<file path="src/gthc_pkg.sv">
// ----------------------------------------------------------------------------
// gthc_pkg
// shared types and constants of the token header checker
// ----------------------------------------------------------------------------
package gthc_pkg;

  localparam int MAX_OID_BYTES = 16;

  localparam logic [7:0] TAG_SEQUENCE = 8'h60;
  localparam logic [7:0] TAG_OID      = 8'h06;

  localparam int MIN_HEADER_LENGTH = 4;
  localparam int MAX_HEADER_LENGTH = 24;

  localparam int ADDR_WIDTH = 5;
  localparam int DATA_WIDTH = 64;

  typedef enum logic [1:0] {
    ST_COMPLETE   = 2'd0,
    ST_DEFECTIVE  = 2'd1,
    ST_WRONG_MECH = 2'd2
  } status_t;

  typedef enum logic [1:0] {
    REG_MECH_OID_LENGTH = 2'd0,
    REG_MECH_OID_LOW    = 2'd1,
    REG_MECH_OID_HIGH   = 2'd2
  } reg_index_t;

endpackage

</file>
<file path="src/gss_token_header_checker_unit.sv">
// ----------------------------------------------------------------------------
// gss_token_header_checker_unit
// parses the initial context token header one byte per transaction and
// reports complete, defective or wrong mechanism once per token
// ----------------------------------------------------------------------------
// channel   direction  handshake                  payload
// token     in         token_valid / token_stall  token_start, token_size, byte_value
// result    out        result_valid / result_stall status, payload_size, header_length
// config    in         apb psel / penable / pready paddr, pwdata, prdata
//
// one byte per cycle while token_stall is low; the verdict on the byte that ends a token is registered
// the header state and the result register sit around one level of compare logic
// a skid register holds one result while result_stall is high; token_stall rises
// only when that skid register is full
// rst is synchronous and clears the parse state and both result stages
// ----------------------------------------------------------------------------
module gss_token_header_checker_unit (
  input  logic                             clk,
  input  logic                             rst,
  input  logic                             token_valid,
  output logic                             token_stall,
  input  logic                             token_start,
  input  logic [31:0]                      token_size,
  input  logic [7:0]                       byte_value,
  output logic                             result_valid,
  input  logic                             result_stall,
  output logic [1:0]                       status,
  output logic [30:0]                      payload_size,
  output logic [4:0]                       header_length,
  input  logic                             psel,
  input  logic                             penable,
  input  logic                             pwrite,
  input  logic [gthc_pkg::ADDR_WIDTH-1:0]  paddr,
  input  logic [gthc_pkg::DATA_WIDTH-1:0]  pwdata,
  output logic [gthc_pkg::DATA_WIDTH-1:0]  prdata,
  output logic                             pready
);
  import gthc_pkg::*;

  typedef enum logic [5:0] {
    PH_IDLE      = 6'b000001,
    PH_LEN_FIRST = 6'b000010,
    PH_LEN_MORE  = 6'b000100,
    PH_OID_TAG   = 6'b001000,
    PH_OID_LEN   = 6'b010000,
    PH_OID_BYTES = 6'b100000
  } phase_t;

  typedef struct packed {
    status_t     status;
    logic [30:0] payload_size;
    logic [4:0]  header_length;
  } result_t;

  logic [4:0]   mech_oid_length;
  logic [63:0]  mech_oid_low;
  logic [63:0]  mech_oid_high;
  logic [127:0] mech_oid;
  reg_index_t   reg_index;
  logic         cfg_write;

  phase_t      phase, phase_next;
  logic [31:0] bytes_remaining, bytes_remaining_next;
  logic [2:0]  length_bytes_left, length_bytes_left_next;
  logic [31:0] length_accumulator, length_accumulator_next;
  logic [4:0]  oid_byte_count, oid_byte_count_next;
  logic [4:0]  oid_byte_index, oid_byte_index_next;
  logic [4:0]  header_count, header_count_next;

  logic        accept;
  logic        res_valid;
  status_t     res_status;
  result_t     res;
  logic        out_free;

  logic        out_valid;
  result_t     out_data;
  logic        skid_valid;
  result_t     skid_data;

  // configuration port
  assign pready    = 1'b1;
  assign reg_index = reg_index_t'(paddr[4:3]);
  assign cfg_write = psel && penable && pwrite && pready;
  assign mech_oid  = {mech_oid_high, mech_oid_low};

  always_ff @(posedge clk) begin
    if (rst) begin
      mech_oid_length <= '0;
      mech_oid_low    <= '0;
      mech_oid_high   <= '0;
    end else if (cfg_write) begin
      unique case (reg_index)
        REG_MECH_OID_LENGTH: mech_oid_length <= pwdata[4:0];
        REG_MECH_OID_LOW:    mech_oid_low    <= pwdata;
        REG_MECH_OID_HIGH:   mech_oid_high   <= pwdata;
        default: ;
      endcase
    end
  end

  always_comb begin
    unique case (reg_index)
      REG_MECH_OID_LENGTH: prdata = {59'd0, mech_oid_length};
      REG_MECH_OID_LOW:    prdata = mech_oid_low;
      REG_MECH_OID_HIGH:   prdata = mech_oid_high;
      default:             prdata = '0;
    endcase
  end

  // header parse
  assign token_stall = skid_valid;
  assign accept      = token_valid && !token_stall;

  always_comb begin
    phase_next              = phase;
    bytes_remaining_next    = bytes_remaining;
    length_bytes_left_next  = length_bytes_left;
    length_accumulator_next = length_accumulator;
    oid_byte_count_next     = oid_byte_count;
    oid_byte_index_next     = oid_byte_index;
    header_count_next       = header_count;
    res_valid               = 1'b0;
    res_status              = ST_DEFECTIVE;

    if (accept) begin
      if (token_start) begin
        bytes_remaining_next    = token_size - 32'd1;
        header_count_next       = 5'd1;
        length_bytes_left_next  = '0;
        length_accumulator_next = '0;
        oid_byte_count_next     = '0;
        oid_byte_index_next     = '0;
        if (token_size == 32'd0) begin
          bytes_remaining_next = '0;
          header_count_next    = '0;
          res_valid            = 1'b1;
        end else if (byte_value != TAG_SEQUENCE || token_size == 32'd1) begin
          res_valid = 1'b1;
        end else begin
          phase_next = PH_LEN_FIRST;
        end
      end else begin
        unique case (phase)
          PH_LEN_FIRST: begin
            bytes_remaining_next = bytes_remaining - 32'd1;
            header_count_next    = header_count + 5'd1;
            if (byte_value[7]) begin
              if ({25'd0, byte_value[6:0]} >= bytes_remaining_next ||
                  byte_value[6:0] > 7'd4 || byte_value[6:0] == 7'd0) begin
                res_valid = 1'b1;
              end else begin
                length_bytes_left_next  = byte_value[2:0];
                length_accumulator_next = '0;
                phase_next              = PH_LEN_MORE;
              end
            end else if ({24'd0, byte_value} != bytes_remaining_next ||
                         bytes_remaining_next == 32'd0) begin
              res_valid = 1'b1;
            end else begin
              phase_next = PH_OID_TAG;
            end
          end
          PH_LEN_MORE: begin
            length_accumulator_next = {length_accumulator[23:0], byte_value};
            bytes_remaining_next    = bytes_remaining - 32'd1;
            header_count_next       = header_count + 5'd1;
            length_bytes_left_next  = length_bytes_left - 3'd1;
            if (length_bytes_left_next == 3'd0) begin
              if (length_accumulator_next[31] ||
                  length_accumulator_next != bytes_remaining_next ||
                  bytes_remaining_next == 32'd0) begin
                res_valid = 1'b1;
              end else begin
                phase_next = PH_OID_TAG;
              end
            end
          end
          PH_OID_TAG: begin
            bytes_remaining_next = bytes_remaining - 32'd1;
            header_count_next    = header_count + 5'd1;
            if (byte_value != TAG_OID || bytes_remaining_next == 32'd0) begin
              res_valid = 1'b1;
            end else begin
              phase_next = PH_OID_LEN;
            end
          end
          PH_OID_LEN: begin
            header_count_next = header_count + 5'd1;
            if ({24'd0, byte_value} >= bytes_remaining) begin
              bytes_remaining_next = bytes_remaining - 32'd1;
              res_valid            = 1'b1;
            end else begin
              bytes_remaining_next = bytes_remaining - {24'd0, byte_value} - 32'd1;
              oid_byte_count_next  = byte_value[4:0];
              oid_byte_index_next  = '0;
              if (byte_value != {3'd0, mech_oid_length} ||
                  {24'd0, byte_value} > MAX_OID_BYTES) begin
                res_valid  = 1'b1;
                res_status = ST_WRONG_MECH;
              end else if (byte_value == 8'd0) begin
                res_valid  = 1'b1;
                res_status = ST_COMPLETE;
              end else begin
                phase_next = PH_OID_BYTES;
              end
            end
          end
          PH_OID_BYTES: begin
            header_count_next   = header_count + 5'd1;
            oid_byte_index_next = oid_byte_index + 5'd1;
            if (byte_value != mech_oid[{oid_byte_index[3:0], 3'b000} +: 8]) begin
              res_valid  = 1'b1;
              res_status = ST_WRONG_MECH;
            end else if (oid_byte_index_next >= oid_byte_count) begin
              res_valid  = 1'b1;
              res_status = ST_COMPLETE;
            end
          end
          PH_IDLE: ;
          default: phase_next = PH_IDLE;
        endcase
      end
      if (res_valid) begin
        phase_next = PH_IDLE;
      end
    end
  end

  always_comb begin
    res.status = res_status;
    if (res_status == ST_COMPLETE) begin
      res.payload_size  = bytes_remaining_next[30:0];
      res.header_length = header_count_next;
    end else begin
      res.payload_size  = '0;
      res.header_length = '0;
    end
  end

  always_ff @(posedge clk) begin
    if (rst) begin
      phase              <= PH_IDLE;
      bytes_remaining    <= '0;
      length_bytes_left  <= '0;
      length_accumulator <= '0;
      oid_byte_count     <= '0;
      oid_byte_index     <= '0;
      header_count       <= '0;
    end else begin
      phase              <= phase_next;
      bytes_remaining    <= bytes_remaining_next;
      length_bytes_left  <= length_bytes_left_next;
      length_accumulator <= length_accumulator_next;
      oid_byte_count     <= oid_byte_count_next;
      oid_byte_index     <= oid_byte_index_next;
      header_count       <= header_count_next;
    end
  end

  // result register with skid stage
  assign out_free = !out_valid || !result_stall;

  always_ff @(posedge clk) begin
    if (rst) begin
      out_valid  <= 1'b0;
      skid_valid <= 1'b0;
    end else if (out_free) begin
      if (skid_valid) begin
        out_valid  <= 1'b1;
        skid_valid <= 1'b0;
      end else begin
        out_valid <= res_valid;
      end
    end else if (res_valid) begin
      skid_valid <= 1'b1;
    end
  end

  always_ff @(posedge clk) begin
    if (out_free) begin
      out_data <= skid_valid ? skid_data : res;
    end
    if (!out_free && res_valid) begin
      skid_data <= res;
    end
  end

  assign result_valid  = out_valid;
  assign status        = out_data.status;
  assign payload_size  = out_data.payload_size;
  assign header_length = out_data.header_length;

endmodule

</file>
<file path="config.mk">
export PLATFORM = sky130hd
export DESIGN_NAME = gss_token_header_checker_unit
export DESIGN_NICKNAME = d
export VERILOG_FILES = /design/src/gthc_pkg.sv /design/src/gss_token_header_checker_unit.sv
export SDC_FILE = /design/constraint.sdc
export NUM_CORES = 1
export LEC_CHECK = 0
export ABC_CLOCK_PERIOD_IN_PS = 8400
export BUFFER_PORTS_ARGS = -buffer_cell sky130_fd_sc_hd__buf_2
export CAP_MARGIN = 0
export CORE_UTILIZATION = 40
export CTS_CLUSTER_SIZE = 12
export DETAILED_ROUTE_END_ITERATION = 6
export GPL_TIMING_DRIVEN = 0
export MAX_ROUTING_LAYER = met4
export SYNTH_ARGS = -nofsm -noshare
export SYNTH_HDL_FRONTEND = slang
export SYNTH_SLANG_ARGS = --single-unit
</file>
<file path="constraint.sdc">
create_clock -name clk -period 8.4 [get_ports clk]
set_input_delay 0.84 -clock clk [delete_from_list [all_inputs] [get_ports clk]]
set_output_delay 0.84 -clock clk [all_outputs]
set_load 0.02 [all_outputs]
</file>
==> results of run 1 <==
## placed cells by master (no fill, tap or decap), types with 8 or more instances in the layout
cell,Yosys,final
a211oi_1,15,15
a21o_1,28,28
a21oi_1,214,214
a221oi_1,8,8
a22o_1,67,67
a22oi_1,15,15
a31oi_1,23,23
and2_1,10,10
and3_1,11,11
and4_1,8,8
buf_1,16,16
buf_2,21,233
clkbuf_1,133,147
clkbuf_16,0,36
dfxtp_1,215,215
edfxtp_1,76,76
ha_1,36,36
inv_1,43,43
mux2_2,10,10
mux2i_1,42,42
mux4_2,21,21
nand2_1,382,381
nand2b_1,10,10
nand3_1,30,30
nand4_1,57,57
nor2_1,162,161
nor2b_1,12,12
nor3_1,48,48
nor3b_1,10,10
nor4_1,26,26
o21ai_0,82,82
o21ai_1,9,9
o221ai_1,10,10
o22ai_1,22,22
o31a_1,9,9
o31ai_1,9,9
or3_1,17,17
or4_1,9,9
xnor2_1,66,66
xor2_1,33,33
## cells by family (layout without fill, tap and decap cells)
family / Yosys count / after routing / synth area share, %
other cells: 1 / 1 / 0.02137
simple gates: 831 / 831 / 22.37
fa+ha+maj: 37 / 37 / 2.681
flops: 291 / 291 / 37.53
compound gates: 584 / 584 / 21.57
xor+xnor: 99 / 99 / 4.941
mux: 74 / 74 / 5.796
buf+inv: 221 / 499 / 5.098
## metal layers
layer	global-route usage [%]	share of wire [%]	vias to the layer above
met1	46.99	40	8952
met3	5.637	8.0	219
met4	19.37	5.7	0
met5	-	0	-
li1	-	-	8281
met2	61.24	46	1097
## critical path: stages
cell,delay (ns)
buf_2,0.16
clkbuf_1,0.48
inv_1,0.35
ha_1,0.50
o21a_1,0.18
o21ai_0,0.21
nor4_1,0.78
o21ai_1,0.28
nand2_1,0.54
o221ai_1,0.20
a221oi_1,1.25
nor2_1,0.14
a21o_1,0.23
## state kept, by name, indices dropped and copies added, names as in the netlist
signal,count
token_stall,1
length_accumulator,24
header_count,5
mech_oid_low,64
result_valid,1
oid_byte_count,5
payload_size,31
header_length,5
oid_byte_index,5
mech_oid_high,64
status,2
bytes_remaining,32
mech_oid_length,5
length_bytes_left,3
skid_data,38
phase,6
## per-stage QoR
step	util (%)	hold WS, ns	area (µm²)	std cells
after detailed placement	44.95	0.4534	19400	2938
after CTS	47.58	0.4614	20540	3001
after global placement	44.80	0.4422	19340	2935
after floorplan	-	0.4319	17550	2138
final	47.58	0.4660	20540	3001
after global routing	47.58	0.4853	20540	3001
## report_power, final
part           internal [µW]  leakage [µW]  switching [µW]
clock network            903      0.000548             639
registers               1460       0.00260            22.0
logic                    198       0.00458             495
## final cells by class
class	count	area, µm²	area share (%)
plain buffers	178	733.2	3.570
clock buffers	55	1022	4.977
clock inverters	8	112.6	0.5482
repair buffers	215	1106	5.385
multi-input cells	1626	10090	49.10
flip-flops and latches	291	6586	32.07
well taps	585	732.0	3.564
inverters	43	161.4	0.7858
## worst max-delay path by stage
stage	end	start	slack, ns	cells after the start
5_1_grt	payload_size[0]	byte_value[6]	2.66	13
4_1_cts	payload_size[0]	byte_value[6]	2.80	13
6_report	payload_size[0]	byte_value[6]	2.54	13
3_5_place_dp	payload_size[0]	byte_value[6]	2.24	13
2_1_floorplan	skid_data[0]	bytes_remaining[1]	3.14	14
3_3_place_gp	skid_data[27]	bytes_remaining[1]	0.36	12
==> metrics.md, run 1 <==
| Metric | Value |
|---|---|
| Outcome | finished with violations |
| Failing checks | max-capacitance violations, max-slew violations |
| Htree depth | 2 |
| Final setup vio count | 0 |
| Core footprint | 0.04317 mm² |
| Final ANT Viol Nets | 0 |
| Most common cell in the synthesized netlist | nand2_1 |
| CTS tree | yes |
| Overall power | 3718 µW |
| Maximum VDD drop | 0.1345 mV |
| Antenna fix cells | 0 |
| Total CTS buffers | 35 |
| CP Max Fanout | 9 |
| Skew final | 0.03316 ns |
| Critical path class | in2reg |
| Post-Synthesis Cell Area | 0.01755 mm² |
| Cell count of the worst reg-to-reg path | 14 |
| Post-synth EDFFs | 76 |
| Worst skew pair latency | 0.56 ns |
| Vias post-DR | 18.55k |
| WL final | 84.07 mm |
| Fillers | 4401 |
| Sequential fraction of the synthesis area | 37.53% |
| Routed vias/inst | 6.181 |
| # rows | 76 |
| Post-layout minimum cycle time | 5.865 ns |
| Cell Pwr Density | 181.0 mW/mm² |
| Synth area leaders | dfxtp_1, edfxtp_1, nand2_1 |
| # DRC | 0 |
| Hold depth | 2 |
| Layout cell share with drive strength beyond 1 | 14.90% |
| Overall die width | 211.5 µm |
| First-pass detailed-route iteration total | 6 |
| Clk Tree Root Cell | clkbuf_16 |
| R2r setup slk | 2.80 ns |
| Post-synth ARST share | 0% |
| Initial antenna violation count | 0 |
| Worst R2R Start | bytes_remaining[1] |
| Post-cts repair resize count | 0 |
| WL/cell | 28.01 µm |
| Largest net degree at the start of global routing | 42 |
| Post-synth top cells | nand2_1, dfxtp_1, a21oi_1 |
| GRT overflow | 0 |
| Slew HR | -2.164% |
| IO Pins | 222 |
| Clock sinks | 291 |
| Upper clock frequency limit | 0.1705 GHz |
| I/O Buffers | 212 |
| Final worst setup slack | 2.535 ns |
| Final RePlAce weighted congestion | 1.040 |
| Post-place setup slack | 2.242 ns |
| Initial DRC Count | 1947 |
| Die Ht | 211.5 µm |
| Largest area contributor in the netlist | dfxtp_1 |
| Net Count, Synth | 2292 |
| Post-CTS Setup Inserts | 0 |
| Cell variety after synth | 91 |
| GRT Util Overall | 38.28% |
| Worst Hold Class | reg2reg |
| Period utilization | 69.82% |
| Hold EP | length_accumulator[23] |
| Worst Path Arrival | 6.15 ns |
| CP endpoint kind | flop |
| CTS clk-pin slew, worst paths | 0.06 ns |
| First-pass GRT wire length | 120.1 mm |
| Min-delay src | length_accumulator[23] |
| Worst-Margin Slew | 1.532 ns |
| Cells after Synth | 2138 |
| Synth top area share | 24.53% |
| Max Slew Vio Count | 2 |
| Data required time at the worst endpoint | 8.68 ns |
| Avg Cell Area, Syn | 8.208 µm² |
| Startpoint Class | input port |
| Synth-to-layout area growth | 17.04% |
| Largest buffer count on any clock path | 3 |
| Leak Pwr | 0.007725 µW |
| Reg2reg end | skid_data[30] |
| Main flop type after synthesis | dfxtp_1 |
| Layout net count | 2544 |
| Final hold violations | 0 |
| Post-DP HPWL | 65.52 mm |
| Synthesized flop and latch total | 291 |
| Unrepaired setup endpoints after global routing | no |
| Max Cap Viol | 1 |
| Synth warnings | 0 |
| Die area | 0.04472 mm² |
| Post-CTS Hold Fix Bufs | 0 |
| Starting density of the core | 40.65% |
| TNS Setup | 0 ns |
| Vias in the first global route | 17.68k |
Power figures use the tool's default switching activity.
==> run 2: changes to the inputs <==
- ABC_CLOCK_PERIOD_IN_PS: 8400 -> 4800
- clock period: 8.4 -> 4.8 ns (I/O delays scaled with it)
==> run 2 against run 1 <==
The flow now finishes without violations. Setup slack got worse by 2.5 ns. Final cell count hardly changed. Critical path depth rose by 1. Global-route usage shrank 1.5 points. Die area is the same. Cell area increased by 0.51%. Register-to-register slack got worse by 2.7 ns. Clock power rose by 67%. Sequential cell count is the same. Largest cell class unchanged. Highest routed layer unchanged.
==> metrics.md, run 2 (same netlist as run 1, synthesis figures left out) <==
| Metric | Value |
|---|---|
| Outcome | finished clean |
| Largest regs | mech_oid_high x64, mech_oid_low x64, skid_data x38 |
| CTS tree | yes |
| Final worst setup slack | 0.06421 ns |
| WL final | 81.06 mm |
| Max Cap Viol | 0 |
| Clock sinks | 291 |
| Post-place setup slack | -0.7538 ns |
| Final ANT Viol Nets | 0 |
| Layout net count | 2549 |
| I/O Buffers | 212 |
| First-pass detailed-route iteration total | 7 |
| WL/cell | 26.99 µm |
| Die area | 0.04472 mm² |
| Overall power | 6371 µW |
| Data required time at the worst endpoint | 5.09 ns |
| Antenna fix cells | 0 |
| Leak Pwr | 0.007765 µW |
| Worst skew pair latency | 0.56 ns |
| Largest net degree at the start of global routing | 42 |
| Cell count of the worst reg-to-reg path | 12 |
| Post-DP HPWL | 62.70 mm |
| Post-layout minimum cycle time | 4.736 ns |
| Largest buffer count on any clock path | 3 |
| Reg2reg end | payload_size[22] |
| Final hold violations | 0 |
| # rows | 76 |
| CTS clk-pin slew, worst paths | 0.06 ns |
| Htree depth | 2 |
| Cell Pwr Density | 308.6 mW/mm² |
| Max Slew Vio Count | 0 |
| Worst-Margin Slew | 1.391 ns |
| Most common cell after layout, fill and taps aside | nand2_1 |
| CP Max Fanout | 10 |
| R2r setup slk | 0.12 ns |
| Final RePlAce weighted congestion | 1.054 |
| GRT overflow | 0 |
| Unrepaired setup endpoints after global routing | no |
| Min-delay src | pwdata[6] |
| Startpoint Class | input port |
| Worst Hold Margin | 0.1794 ns |
| Worst R2R Start | bytes_remaining[14] |
| Commonest non-fill, non-tap cells in the layout | nand2_1, buf_2, a21oi_1 |
| Maximum VDD drop | 0.2455 mV |
| Routed vias/inst | 6.132 |
| Vias in the first global route | 17.45k |
| Upper clock frequency limit | 0.2112 GHz |
| Overall die width | 211.5 µm |
| Clk Tree Root Cell | clkbuf_16 |
| First-pass GRT wire length | 116.4 mm |
| Worst setup endpoint | payload_size[22] |
| Worst Path Arrival | 5.03 ns |
| Layout cell share with drive strength beyond 1 | 15.63% |
| Total CTS buffers | 35 |
| Initial DRC Count | 1800 |
| Die Ht | 211.5 µm |
| Core Util, Final | 47.82% |
| Crit path launch | byte_value[6] |
| Period utilization | 98.66% |
| Slew HR | 6.894% |
| Initial antenna violation count | 0 |
| Starting density of the core | 40.65% |
| Final setup vio count | 0 |
| IO Pins | 222 |
| Core footprint | 0.04317 mm² |
| GRT Util Overall | 36.82% |
| CP endpoint kind | flop |
| Synth-to-layout area growth | 17.63% |
| Skew final | 0.03194 ns |
| Worst Hold Class | in2reg |
| Vias post-DR | 18.42k |
| Critical path class | in2reg |
| # DRC | 0 |
==> run 2: cell types whose count changed in the layout (fill, tap and decap cells not counted), moves of 3 or more <==
cell      before  now
a221oi_1       8    4
a221oi_2       0    4
buf_4          5    9
clkbuf_1     147  144
clkinv_1       0    3
nor4_1        26   22
==> run 2: critical path: stages <==
cell	delay [ns]
buf_2	0.16
clkbuf_1	0.44
inv_1	0.30
ha_1	0.48
o21a_1	0.15
o21ai_0	0.16
nor4_1	0.64
o21ai_1	0.28
buf_2	0.35
o21ai_2	0.55
a21oi_1	0.09
o32ai_1	0.55
nor2_1	0.18
a21o_1	0.19
==> run 2: where the power goes <==
group          internal (µW)  switching, µW
sequential              2560           39.2
clock                   1480           1090
combinational            358            846
==> run 2: layer usage <==
layer	global-route usage, %	wire length, µm	vias up
li1	-	-	8272
met1	45.04	32450	8903
met5	-	0	-
met3	4.970	6334	199
met4	20.16	4917	0
met2	58.73	37360	1041
==> run 2: what timing repair did <==
| item | CTS | global route |
|---|---|---|
| hold buffers | 0 | 0 |
| gates resized for setup | 11 | 13 |
| gates cloned | 0 | 0 |
| pin swaps | 1 | 2 |
| setup buffers | 2 | 4 |
| setup endpoints to repair | 73 | 48 |
==> run 2: worst min-delay path by stage <==
stage / slack, ns / to / cells past startpoint
3_3_place_gp: 0.44 / length_accumulator[23] / 2
2_1_floorplan: 0.43 / length_bytes_left[1] / 2
3_5_place_dp: 0.45 / length_bytes_left[1] / 2
4_1_cts: 0.16 / mech_oid_high[18] / 3
6_report: 0.18 / mech_oid_low[6] / 3
5_1_grt: 0.18 / mech_oid_low[16] / 3
==> run 2: final cells by class <==
cell class	count	area, µm²
Multi-Input combinational cell	1626	10190
Sequential cell	291	6589
Inverter	43	161.4
Tap cell	585	732.0
Fill cell	4399	22530
Timing Repair Buffer	220	1159
Clock buffer	50	983.4
Buffer	178	735.7
Clock inverter	10	92.59
==> run 2: through the flow <==
step                setup TNS (ns)  area (µm²)  std cells
global placement           -139.34       19340       2935
global route                     0       20640       3003
CTS                      -0.002343       20550       2998
floorplan                        0       17550       2138
finish                           0       20640       3003
detailed placement          -56.33       19390       2936
